**src/hdl/pulse_period_to_speed_rpm_defines.svh**
```systemverilog
// Assertion macros shared by the tachometer RTL.
// Needs clk_i and rst_ni in the scope where a macro is used.
`ifndef PULSE_PERIOD_TO_SPEED_RPM_DEFINES_SVH
`define PULSE_PERIOD_TO_SPEED_RPM_DEFINES_SVH

// Check a property on every clock edge outside reset
`define PPSR_ASSERT(lbl, prop, msg) \
  lbl: assert property (@(posedge clk_i) disable iff (!rst_ni) prop) else $error(msg);

// Check that a condition is followed by a consequence in the next cycle
`define PPSR_ASSERT_NEXT(lbl, ante, cons, msg) \
  lbl: assert property (@(posedge clk_i) disable iff (!rst_ni) (ante) |=> (cons)) \
    else $error(msg);

`endif

```
**src/hdl/ppsr_pkg.sv**
```systemverilog
// Types and constants for the pulse-period tachometer.
// No dependencies; used by pulse_period_to_speed_rpm.
package ppsr_pkg;

  // Timer and conversion constants
  localparam int unsigned TICK_HZ       = 307200;
  localparam int unsigned SPEED_NUM     = TICK_HZ * 3600;
  localparam int unsigned RPM_NUM       = TICK_HZ * 60;
  localparam int unsigned SPEED_TIMEOUT = 6;
  localparam int unsigned RPM_TIMEOUT   = 3;

  // Significant bits of the captured period
  localparam int unsigned PERIOD_WIDTH = 32;
  localparam logic [31:0] PERIOD_MASK  = 32'((64'd1 << PERIOD_WIDTH) - 64'd1);

  // Serial datapath sizes
  localparam int unsigned PROD_W    = 40;
  localparam int unsigned CNT_W     = 5;
  localparam int unsigned DIST_BITS = 16;
  localparam int unsigned PPR_BITS  = 8;
  localparam int unsigned QUOT_BITS = 32;

  // Configuration register indexes
  localparam int unsigned CFG_IDX_W = 3;
  localparam logic [CFG_IDX_W-1:0] CFG_MODE       = 3'd0;
  localparam logic [CFG_IDX_W-1:0] CFG_WHEEL_DIST = 3'd1;
  localparam logic [CFG_IDX_W-1:0] CFG_SPEED_PPR  = 3'd2;
  localparam logic [CFG_IDX_W-1:0] CFG_ENGINE_PPR = 3'd3;
  localparam logic [CFG_IDX_W-1:0] CFG_SPEED_LIM  = 3'd4;
  localparam logic [CFG_IDX_W-1:0] CFG_RPM_LIM    = 3'd5;
  localparam int unsigned CFG_DATA_W = 16;

  typedef enum logic [1:0] {
    MODE_NONE  = 2'd0,
    MODE_SPEED = 2'd1,
    MODE_TACHO = 2'd2,
    MODE_FREQ  = 2'd3
  } mode_e;

  // What a finished item does to the stored values
  typedef enum logic [2:0] {
    OP_HOLD,
    OP_CLEAR,
    OP_SPEED_ZERO,
    OP_RPM_ZERO,
    OP_SPEED_CALC,
    OP_RPM_CALC
  } op_e;

  typedef enum logic [2:0] {
    ST_IDLE,
    ST_MUL_DIST,
    ST_MUL_PPR,
    ST_DIVIDE,
    ST_FINISH
  } state_e;

  typedef struct packed {
    logic        command;
    logic [31:0] period_count;
    logic [7:0]  overflow_count;
  } ppsr_in_t;

  typedef struct packed {
    logic [15:0] speed_kmh;
    logic [15:0] engine_rpm;
  } ppsr_out_t;

endpackage

```
**src/hdl/pulse_period_to_speed_rpm.sv**
```systemverilog
// Pulse-period tachometer: turns a captured period into km/h or rpm.
// Depends on ppsr_pkg and pulse_period_to_speed_rpm_defines.svh.
//
// Each accepted item yields exactly one result holding the current speed and
// rpm. A speed capture forms period times wheel distance, then times pulses
// per rev, then the quotient, stores the result and returns to idle to take
// the next item; a tacho capture skips the first product, and an item without
// a capture command or any item in mode none or frequency goes straight to
// the store. The multiplier is a one-bit-per-cycle shift-and-add and the
// restoring divider yields one quotient bit per cycle. A new item is taken
// as soon as the previous one is stored, even while its result still waits
// in the output register; an item is stored only once that register is free.
// There is no clearing pass after reset.
`include "pulse_period_to_speed_rpm_defines.svh"

module pulse_period_to_speed_rpm (
  input  logic                                clk_i,
  input  logic                                rst_ni,
  input  logic                                in_valid_i,
  output logic                                in_stall_o,
  input  ppsr_pkg::ppsr_in_t                  in_data_i,
  output logic                                out_valid_o,
  input  logic                                out_stall_i,
  output ppsr_pkg::ppsr_out_t                 out_data_o,
  input  logic                                cfg_we_i,
  input  logic [ppsr_pkg::CFG_IDX_W-1:0]      cfg_index_i,
  input  logic [ppsr_pkg::CFG_DATA_W-1:0]     cfg_wdata_i
);
  import ppsr_pkg::*;

  // Configuration registers
  mode_e       mode_q;
  logic [15:0] wheel_dist_q;
  logic [7:0]  speed_ppr_q;
  logic [7:0]  engine_ppr_q;
  logic [15:0] speed_lim_q;
  logic [15:0] rpm_lim_q;

  // Control
  state_e             state_q, state_d;
  op_e                op_q, op_d, op_sel;
  logic [CNT_W-1:0]   cnt_q, cnt_d;
  logic               out_valid_q, out_valid_d;
  logic               in_accept, out_load;

  // Serial datapath
  logic [PROD_W-1:0]    mcand_q, mcand_d;
  logic [PROD_W-1:0]    acc_q, acc_d;
  logic [DIST_BITS-1:0] mplier_q, mplier_d;
  logic [PROD_W-1:0]    rem_q, rem_d;
  logic [QUOT_BITS-1:0] num_q, num_d;
  logic [PROD_W-1:0]    mul_sum;
  logic [PROD_W:0]      div_shift;
  logic [PROD_W+1:0]    div_diff;
  logic                 div_ge;
  logic [31:0]          period;

  // Stored values and output register
  logic [15:0] speed_q, speed_d;
  logic [15:0] rpm_q, rpm_d;
  ppsr_out_t   out_q, out_d;
  logic [15:0] speed_calc, rpm_calc;

  assign in_stall_o  = (state_q != ST_IDLE);
  assign in_accept   = in_valid_i && !in_stall_o;
  assign out_load    = (state_q == ST_FINISH) && (!out_valid_q || !out_stall_i);
  assign out_valid_o = out_valid_q;
  assign out_data_o  = out_q;

  assign period = in_data_i.period_count & PERIOD_MASK;

  // One multiplier bit and one quotient bit per cycle
  assign mul_sum   = acc_q + (mplier_q[0] ? mcand_q : '0);
  assign div_shift = {rem_q, num_q[QUOT_BITS-1]};
  assign div_diff  = {1'b0, div_shift} - {2'b00, acc_q};
  assign div_ge    = !div_diff[PROD_W+1];

  // Clamp the quotient to the configured ceilings
  assign speed_calc = (num_q > {16'h0000, speed_lim_q}) ? speed_lim_q : num_q[15:0];
  assign rpm_calc   = (num_q > {16'h0000, rpm_lim_q}) ? rpm_lim_q : num_q[15:0];

  // Decide what the item does
  always_comb begin
    op_sel = OP_HOLD;
    unique case (mode_q)
      MODE_NONE: op_sel = OP_CLEAR;
      MODE_SPEED: begin
        if (in_data_i.command) begin
          op_sel = OP_SPEED_CALC;
        end else if (in_data_i.overflow_count >= 8'(SPEED_TIMEOUT)) begin
          op_sel = OP_SPEED_ZERO;
        end
      end
      MODE_TACHO: begin
        if (in_data_i.command) begin
          op_sel = OP_RPM_CALC;
        end else if (in_data_i.overflow_count >= 8'(RPM_TIMEOUT)) begin
          op_sel = OP_RPM_ZERO;
        end
      end
      MODE_FREQ: op_sel = OP_HOLD;
      default: op_sel = OP_HOLD;
    endcase
  end

  // Next state and datapath
  always_comb begin
    state_d  = state_q;
    op_d     = op_q;
    cnt_d    = cnt_q;
    mcand_d  = mcand_q;
    acc_d    = acc_q;
    mplier_d = mplier_q;
    rem_d    = rem_q;
    num_d    = num_q;
    speed_d  = speed_q;
    rpm_d    = rpm_q;
    out_d    = out_q;

    unique case (state_q)
      ST_IDLE: begin
        if (in_accept) begin
          op_d    = op_sel;
          mcand_d = {8'h00, period};
          acc_d   = '0;
          if (op_sel == OP_SPEED_CALC) begin
            mplier_d = wheel_dist_q;
            cnt_d    = CNT_W'(DIST_BITS - 1);
            state_d  = ST_MUL_DIST;
          end else if (op_sel == OP_RPM_CALC) begin
            mplier_d = {8'h00, engine_ppr_q};
            cnt_d    = CNT_W'(PPR_BITS - 1);
            state_d  = ST_MUL_PPR;
          end else begin
            state_d = ST_FINISH;
          end
        end
      end
      ST_MUL_DIST: begin
        acc_d    = mul_sum;
        mcand_d  = mcand_q << 1;
        mplier_d = mplier_q >> 1;
        cnt_d    = cnt_q - 1'b1;
        if (cnt_q == '0) begin
          // Keep the product modulo 2^32, then scale by pulses per rev
          mcand_d  = {8'h00, mul_sum[31:0]};
          acc_d    = '0;
          mplier_d = {8'h00, speed_ppr_q};
          cnt_d    = CNT_W'(PPR_BITS - 1);
          state_d  = ST_MUL_PPR;
        end
      end
      ST_MUL_PPR: begin
        acc_d    = mul_sum;
        mcand_d  = mcand_q << 1;
        mplier_d = mplier_q >> 1;
        cnt_d    = cnt_q - 1'b1;
        if (cnt_q == '0) begin
          rem_d   = '0;
          num_d   = (op_q == OP_SPEED_CALC) ? 32'(SPEED_NUM) : 32'(RPM_NUM);
          cnt_d   = CNT_W'(QUOT_BITS - 1);
          state_d = ST_DIVIDE;
        end
      end
      ST_DIVIDE: begin
        rem_d = div_ge ? div_diff[PROD_W-1:0] : div_shift[PROD_W-1:0];
        num_d = {num_q[QUOT_BITS-2:0], div_ge};
        cnt_d = cnt_q - 1'b1;
        if (cnt_q == '0) begin
          state_d = ST_FINISH;
        end
      end
      ST_FINISH: begin
        if (out_load) begin
          // Apply the item, a zero divisor leaves the value alone
          case (op_q)
            OP_CLEAR: begin
              speed_d = '0;
              rpm_d   = '0;
            end
            OP_SPEED_ZERO: speed_d = '0;
            OP_RPM_ZERO:   rpm_d = '0;
            OP_SPEED_CALC: begin
              if (acc_q != '0) begin
                speed_d = speed_calc;
              end
            end
            OP_RPM_CALC: begin
              if (acc_q != '0) begin
                rpm_d = rpm_calc;
              end
            end
            default: ;
          endcase
          out_d.speed_kmh  = speed_d;
          out_d.engine_rpm = rpm_d;
          state_d = ST_IDLE;
        end
      end
      default: state_d = ST_IDLE;
    endcase

    // Hold the result until taken
    if (out_load) begin
      out_valid_d = 1'b1;
    end else if (!out_stall_i) begin
      out_valid_d = 1'b0;
    end else begin
      out_valid_d = out_valid_q;
    end
  end

  // Control state
  always_ff @(posedge clk_i or negedge rst_ni) begin
    if (!rst_ni) begin
      state_q     <= ST_IDLE;
      op_q        <= OP_HOLD;
      cnt_q       <= '0;
      out_valid_q <= 1'b0;
      speed_q     <= '0;
      rpm_q       <= '0;
    end else begin
      state_q     <= state_d;
      op_q        <= op_d;
      cnt_q       <= cnt_d;
      out_valid_q <= out_valid_d;
      speed_q     <= speed_d;
      rpm_q       <= rpm_d;
    end
  end

  // Datapath and output payload
  always_ff @(posedge clk_i) begin
    mcand_q  <= mcand_d;
    acc_q    <= acc_d;
    mplier_q <= mplier_d;
    rem_q    <= rem_d;
    num_q    <= num_d;
    out_q    <= out_d;
  end

  // Configuration writes
  always_ff @(posedge clk_i or negedge rst_ni) begin
    if (!rst_ni) begin
      mode_q       <= MODE_NONE;
      wheel_dist_q <= 16'd1;
      speed_ppr_q  <= 8'd1;
      engine_ppr_q <= 8'd1;
      speed_lim_q  <= 16'd400;
      rpm_lim_q    <= 16'd20000;
    end else if (cfg_we_i) begin
      unique case (cfg_index_i)
        CFG_MODE:       mode_q <= mode_e'(cfg_wdata_i[1:0]);
        CFG_WHEEL_DIST: wheel_dist_q <= cfg_wdata_i;
        CFG_SPEED_PPR:  speed_ppr_q <= cfg_wdata_i[7:0];
        CFG_ENGINE_PPR: engine_ppr_q <= cfg_wdata_i[7:0];
        CFG_SPEED_LIM:  speed_lim_q <= cfg_wdata_i;
        CFG_RPM_LIM:    rpm_lim_q <= cfg_wdata_i;
        default: ;
      endcase
    end
  end

  // Checks
  `PPSR_ASSERT_NEXT(a_accept_busy, in_accept, state_q != ST_IDLE, "accepted item did not start")
  `PPSR_ASSERT(a_valid_from_finish, $rose(out_valid_o) |-> $past(state_q == ST_FINISH), "result without finish")
  `PPSR_ASSERT_NEXT(a_div_done, state_q == ST_DIVIDE && cnt_q == '0, state_q == ST_FINISH, "divider overran")
  `PPSR_ASSERT_NEXT(a_clear_zero, out_load && op_q == OP_CLEAR, out_valid_q && out_q == '0, "mode none not zeroed")

endmodule

```
**config.mk**
```make
export PLATFORM = sky130hd
export DESIGN_NAME = pulse_period_to_speed_rpm
export DESIGN_NICKNAME = d
export VERILOG_FILES = /design/src/hdl/ppsr_pkg.sv /design/src/hdl/pulse_period_to_speed_rpm.sv
export VERILOG_INCLUDE_DIRS = /design/src /design/src/hdl
export SDC_FILE = /design/constraint.sdc
export NUM_CORES = 1
export LEC_CHECK = 0
export BUFFER_PORTS_ARGS = -buffer_cell sky130_fd_sc_hd__buf_2
export CAP_MARGIN = 20
export CORE_ASPECT_RATIO = 2
export CORE_MARGIN = 10
export CORE_UTILIZATION = 30
export CTS_BUF_LIST = sky130_fd_sc_hd__clkbuf_8
export DETAILED_ROUTE_END_ITERATION = 12
export PLACE_DENSITY_LB_ADDON = 0.2
export SLEW_MARGIN = 10
export SYNTH_ARGS = -nofsm -noshare
export SYNTH_HDL_FRONTEND = slang
export SYNTH_SLANG_ARGS = --single-unit
```
**constraint.sdc**
```tcl
create_clock -name clk_i -period 4.1 [get_ports clk_i]
set_input_delay 0.615 -clock clk_i [delete_from_list [all_inputs] [get_ports clk_i]]
set_output_delay 0.615 -clock clk_i [all_outputs]
set_load 0.01 [all_outputs]
```
; After elaboration in Yosys (flattened, before gate mapping)
; Cells that the tools add are included.
[word_totals]
register_bits = 310
latch_bits = 0
mem_bits_rw = 0
rom_bits = 0
in_bits = 65
word_cells = 128
memories = 0
[classes]
addsub = 3
n_mul = 0
div_mod_pow = 0
n_lt_le_gt_ge = 4
n_eq_ne = 26
shifts = 0
n_mux = 45
bitwise = 0
n_reduce_logical = 31
[ops]
columns = op, n
row1 = two-way mux 40 bit, 7
row2 = one-hot mux 40 bit (3 select lines), 2
row3 = two-way mux 16 bit, 7
row4 = one-hot mux 40 bit (2 select lines), 1
row5 = greater-than comparator 32 x 16 -> 1 bit, 2
row6 = one-hot mux 16 bit (2 select lines), 2
row7 = one-hot mux 32 bit (2 select lines), 1
row8 = one-hot mux 16 bit (3 select lines), 1
row9 = subtractor 41 x 40 -> 42 bit, 1
row10 = adder 40 bit, 1
row11 = nonzero test 40 bit, 1
row12 = two-way mux 32 bit, 1
row13 = two-way mux 31 bit, 1
row14 = two-way mux 3 bit, 9
row15 = two-way mux 5 bit, 5
row16 = "equality test 3 bit, second input constant", 7
row17 = one-hot mux 5 bit (4 select lines), 1
row18 = AND reduction 2 bit, 10
row19 = "equality test 3 x 2 -> 1 bit, second input constant", 6
row20 = two-way mux 15 bit, 1
row21 = one-hot mux 3 bit (5 select lines), 1
row22 = one-hot mux 3 bit (4 select lines), 1
row23 = "!= test 2 bit, second input constant", 5
row24 = "equality test 3 x 1 -> 1 bit, second input constant", 3
row25 = 21 further kinds, 32

; Logic depth before layout (Yosys ltp)
[logic_depth]
ltp_word = 9
mapped_depth = 14
mapped_depth_nobuf = 12

; Worst setup path before layout
; OpenSTA, ideal clock, no wires.
[synth_path]
kind = register to register
from = reg state_q[0]
to = reg acc_q[0], enable pin
setup_time_ns = 0.797
t_arrival_ns = 2.644
path_slack_ns = 0.659
stages_incl_launch_ff = 7
path_cell_list = dfrtp_1 clkbuf_1 nand2b_1 a21o_1 clkbuf_1 clkbuf_1 nand2_1
[synth_via]
elab_chain_len = 5
elab_cells_between_ends = 9
cone_classes = eq/ne: 3 / reduce/logical: 6
[synth_rtl]
columns = element, line
row1 = "start, declared", pulse_period_to_speed_rpm.sv:40  ; state_e state_q, state_d;
row2 = "start signal, assigned", pulse_period_to_speed_rpm.sv:223  ; state_q <= state_d;
row3 = nonzero test 3 bit, pulse_period_to_speed_rpm.sv:64  ; assign in_stall_o = (state_q != ST_IDLE);
row4 = zero test 1 bit, pulse_period_to_speed_rpm.sv:65  ; assign in_accept = in_valid_i && !in_stall_o;
row5 = logical AND 1 bit, pulse_period_to_speed_rpm.sv:65
row6 = != test 2 bit (no line), -
row7 = AND reduction 2 bit (no line) (*), -
row8 = "end signal, assigned", pulse_period_to_speed_rpm.sv:235  ; acc_q <= acc_d;
row9 = "end, declared", pulse_period_to_speed_rpm.sv:48  ; logic [PROD_W-1:0] acc_q, acc_d;
; Every way passes the cells marked *; elsewhere a longest branch is shown, timed or not.
; A chain may end at the register's enable or synchronous reset.

; Final worst setup path
[layout_path]
from = reg acc_q[11]
to = reg rem_q[32] (data pin)
[layout_via]
elab_chain_len = 3
[layout_rtl]
columns = element, line
row1 = subtractor 41 x 40 -> 42 bit, pulse_period_to_speed_rpm.sv:75  ; assign div_diff = {1'b0, div_shift} - {2'b00, acc_q};
row2 = two-way mux 40 bit, pulse_period_to_speed_rpm.sv:166  ; rem_d = div_ge ? div_diff[PROD_W-1:0] : div_shift[PROD_W-1:0];
row3 = one-hot mux 40 bit (2 select lines), pulse_period_to_speed_rpm.sv:120  ; unique case (state_q)
row4 = "end signal, assigned", pulse_period_to_speed_rpm.sv:237  ; rem_q <= rem_d;
row5 = "end, declared", pulse_period_to_speed_rpm.sv:50  ; logic [PROD_W-1:0] rem_q, rem_d;
; No other way between the ends.

==> reports/summary.txt <==
final net count: 2133
Critical Path Start Type: register
status: complete, but fails checks
largest net degree at the start of global routing: 83
Seq cells post-synth: 310
vias in the first global route: 16025
syn nets: 2028
Yosys warnings: 0
fin crit share: 1.00
wire length of the first global-routing pass: 96.5 mm
Die Y-Extent: 373 um
port buffer count: 98
most frequent cells in the layout: edfxtp_1 (200), o21ai_0 (139), nand2_1 (139), nor2_1 (128), ha_1 (112)
clock latency at the later pin of the worst-skew pair: 0.65 ns
max cap viols: 0
total wire length: 63.8 mm
Setup violations, final: 1
clk sinks: 310
critical path type: reg -> reg
Required @ worst endpoint: 4.46 ns
pwr dens: 871 nW/um2
root buf cell: clkbuf_8
count of cell types in the netlist: 75
Overflow after GRT: 0
Primary FF master, synth: edfxtp_1
via count: 15034
min Tclk post-route: 4.11 ns
Placed Instance Area: 20200 um2
die area: 73500 um2
Placeable Area: 61800 um2
worst IR drop on VDD: 316 uV
Placer Congestion: 0.930
TritonCTS clock tree: built
initial core utilization: 0.303
CP max FO: 8
CTS Buffer Depth: 3
Ports: 99
Post-synth EDFFs: 200
Area Growth Syn to Fin: 13.7%
Final Slew Violations: 0
crit path capture type: register
GRT Util Overall: 0.169
Slew HR: 0.357
commonest non-fill, non-tap cell in the layout: edfxtp_1
Post-DP HPWL: 48.5 mm
initial antenna violation count: 6
fmax: 0.243 GHz
critical path data arrival time: 4.47 ns
drt first-iter violations: 777
Clock transition at path regs: 0.08 ns
LEAKAGE: 9.02 nW
average cell area after synthesis: 10.1 um2
first-pass detailed-route iteration total: 5
Final WS setup: -0.0106 ns
Seq/Total Area, Yosys: 0.468
die width: 197 um
DRC violations left: 0
HP Class: in -> reg
synth top area cells: edfxtp_1 (32%), dfrtp_1 (13%), ha_1 (7.5%)
WL/cell: 22.9 um
clock skew: 0.0526 ns
Synth top area share: 0.320
Tot Pwr: 18.6 mW
design area: 21300 um2
row count: 129
vias per inst: 5.40
endpoints failing hold: 0
quantity of gates resized following cts: 0
Yosys top cell by area: edfxtp_1
DRT antenna net count: 0
H-tree depth: 2
post-synthesis cell count: 1849
layout cells sized above 1: 0.151
Mapped Area: 18700 um2
Num CTS Buffers: 52
RSZ-0062 raised after global routing: false
FFs w/ async S/R, synth: 0.355
# fillers: 6315
Tightest Pin Transition: 0.940 ns
failing checks: negative setup slack
through the flow:
step	setup WS (ns)	instances	TNS, ns	hold slack (ns)	util
after floorplan	0.659	1849	0	0.319	-
after global placement	0.0990	2681	0	0.479	0.327
after detailed placement	0.132	2682	0	0.492	0.327
after CTS	0.0476	2779	0	0.199	0.344
after global routing	0.0366	2783	0	0.256	0.344
final	-0.0106	2785	-0.0106	0.259	0.345
synth_stat cells (28+ instances only):
cell type and instances:
a21o_1 81, a21oi_1 103, a22oi_1 28, and2_1 56, and3_1 32, clkbuf_1 82, dfrtp_1 99, edfxtp_1 200
ha_1 112, inv_1 96, mux2_2 51, mux2i_1 32, nand2_1 140, nand2b_1 38, nor2_1 128, o21ai_0 139
xnor2_1 38, xor2_1 31
layout make-up:
| type | instances | area, um2 | area share |
|---|---|---|---|
| multi-input combinational | 1350 | 9260 | 0.435 |
| antenna | 3 | 7.51 | 0.000352 |
| sequential | 310 | 8770 | 0.412 |
| clock buffer | 55 | 757 | 0.0355 |
| tap | 786 | 983 | 0.0462 |
| timing repair buffer | 144 | 902 | 0.0424 |
| inverter | 96 | 360 | 0.0169 |
| clock inverter | 41 | 262 | 0.0123 |
report_power, final:
| group | total, mW | internal, mW | switching, mW | leakage, nW |
|---|---|---|---|---|
| combinational | 9.76 | 3.68 | 6.08 | 5.16 |
| clock | 2.83 | 1.44 | 1.40 | 0.573 |
| sequential | 5.97 | 4.99 | 0.974 | 3.29 |
| total | 18.6 | 10.1 | 8.45 | 9.02 |
worst max-delay path, cell delays in order, from the launching register on:
cell and delay, ns:
edfxtp_1 0.45, inv_1 0.15, ha_1 0.42, a21oi_1 0.28, nor3_1 0.08, a2111oi_0 0.84
o2111ai_1 0.36, a21o_1 0.35, a21boi_0 0.55, o21ai_0 0.16, nand2_1 0.10, o21ai_1 0.06
metal layers:
metal / up-vias / wire length, um / part of all wire / track usage
met1: 7435 / 21800 / 0.34 / 0.163
li1: 7049 / - / - / -
met5: - / 9 / 0.00014 / 0
met4: 2 / 4530 / 0.071 / 0.112
met3: 151 / 2610 / 0.041 / 0.0239
met2: 397 / 34900 / 0.55 / 0.322
kinds of logic after synthesis:
group	count (synthesis)	synth area share
AOI/OAI and AO/OA	550	0.191
and+or+nand+nor	534	0.142
DFF	310	0.468
buffers and inverters	189	0.0415
adders and majority gates	114	0.0769
muxes	83	0.0477
xor gates and xnor gates	69	0.0322
worst paths after layout:
kind | startpoint | end | slack, ns | cells after the start
min | cfg_wdata_i[8] | speed_lim_q[8] | 0.26 | 3
max | acc_q[11] | rem_q[32] | -0.01 | 11
max reg2reg | acc_q[11] | rem_q[32] | -0.01 | 11
max in group asynchronous | rst_ni | rpm_lim_q[5] | 2.72 | 3
min reg2reg | speed_q[15] | speed_q[15] | 0.50 | 2
min in group asynchronous | rst_ni | speed_q[2] | 0.46 | 2
flip-flops by register name (all words and copies together) (netlist names), 32 cells and up:
signal and count:
acc_q 40, mcand_q 40, num_q 32, out_data_o 32
rem_q 40
timing repair:
item                       CTS  global route
buffers inserted             0             2
setup endpoints to repair    0             2
hold endpoints to repair    27             0
hold buffers                 1             0
(Power assumes the default switching activity.)
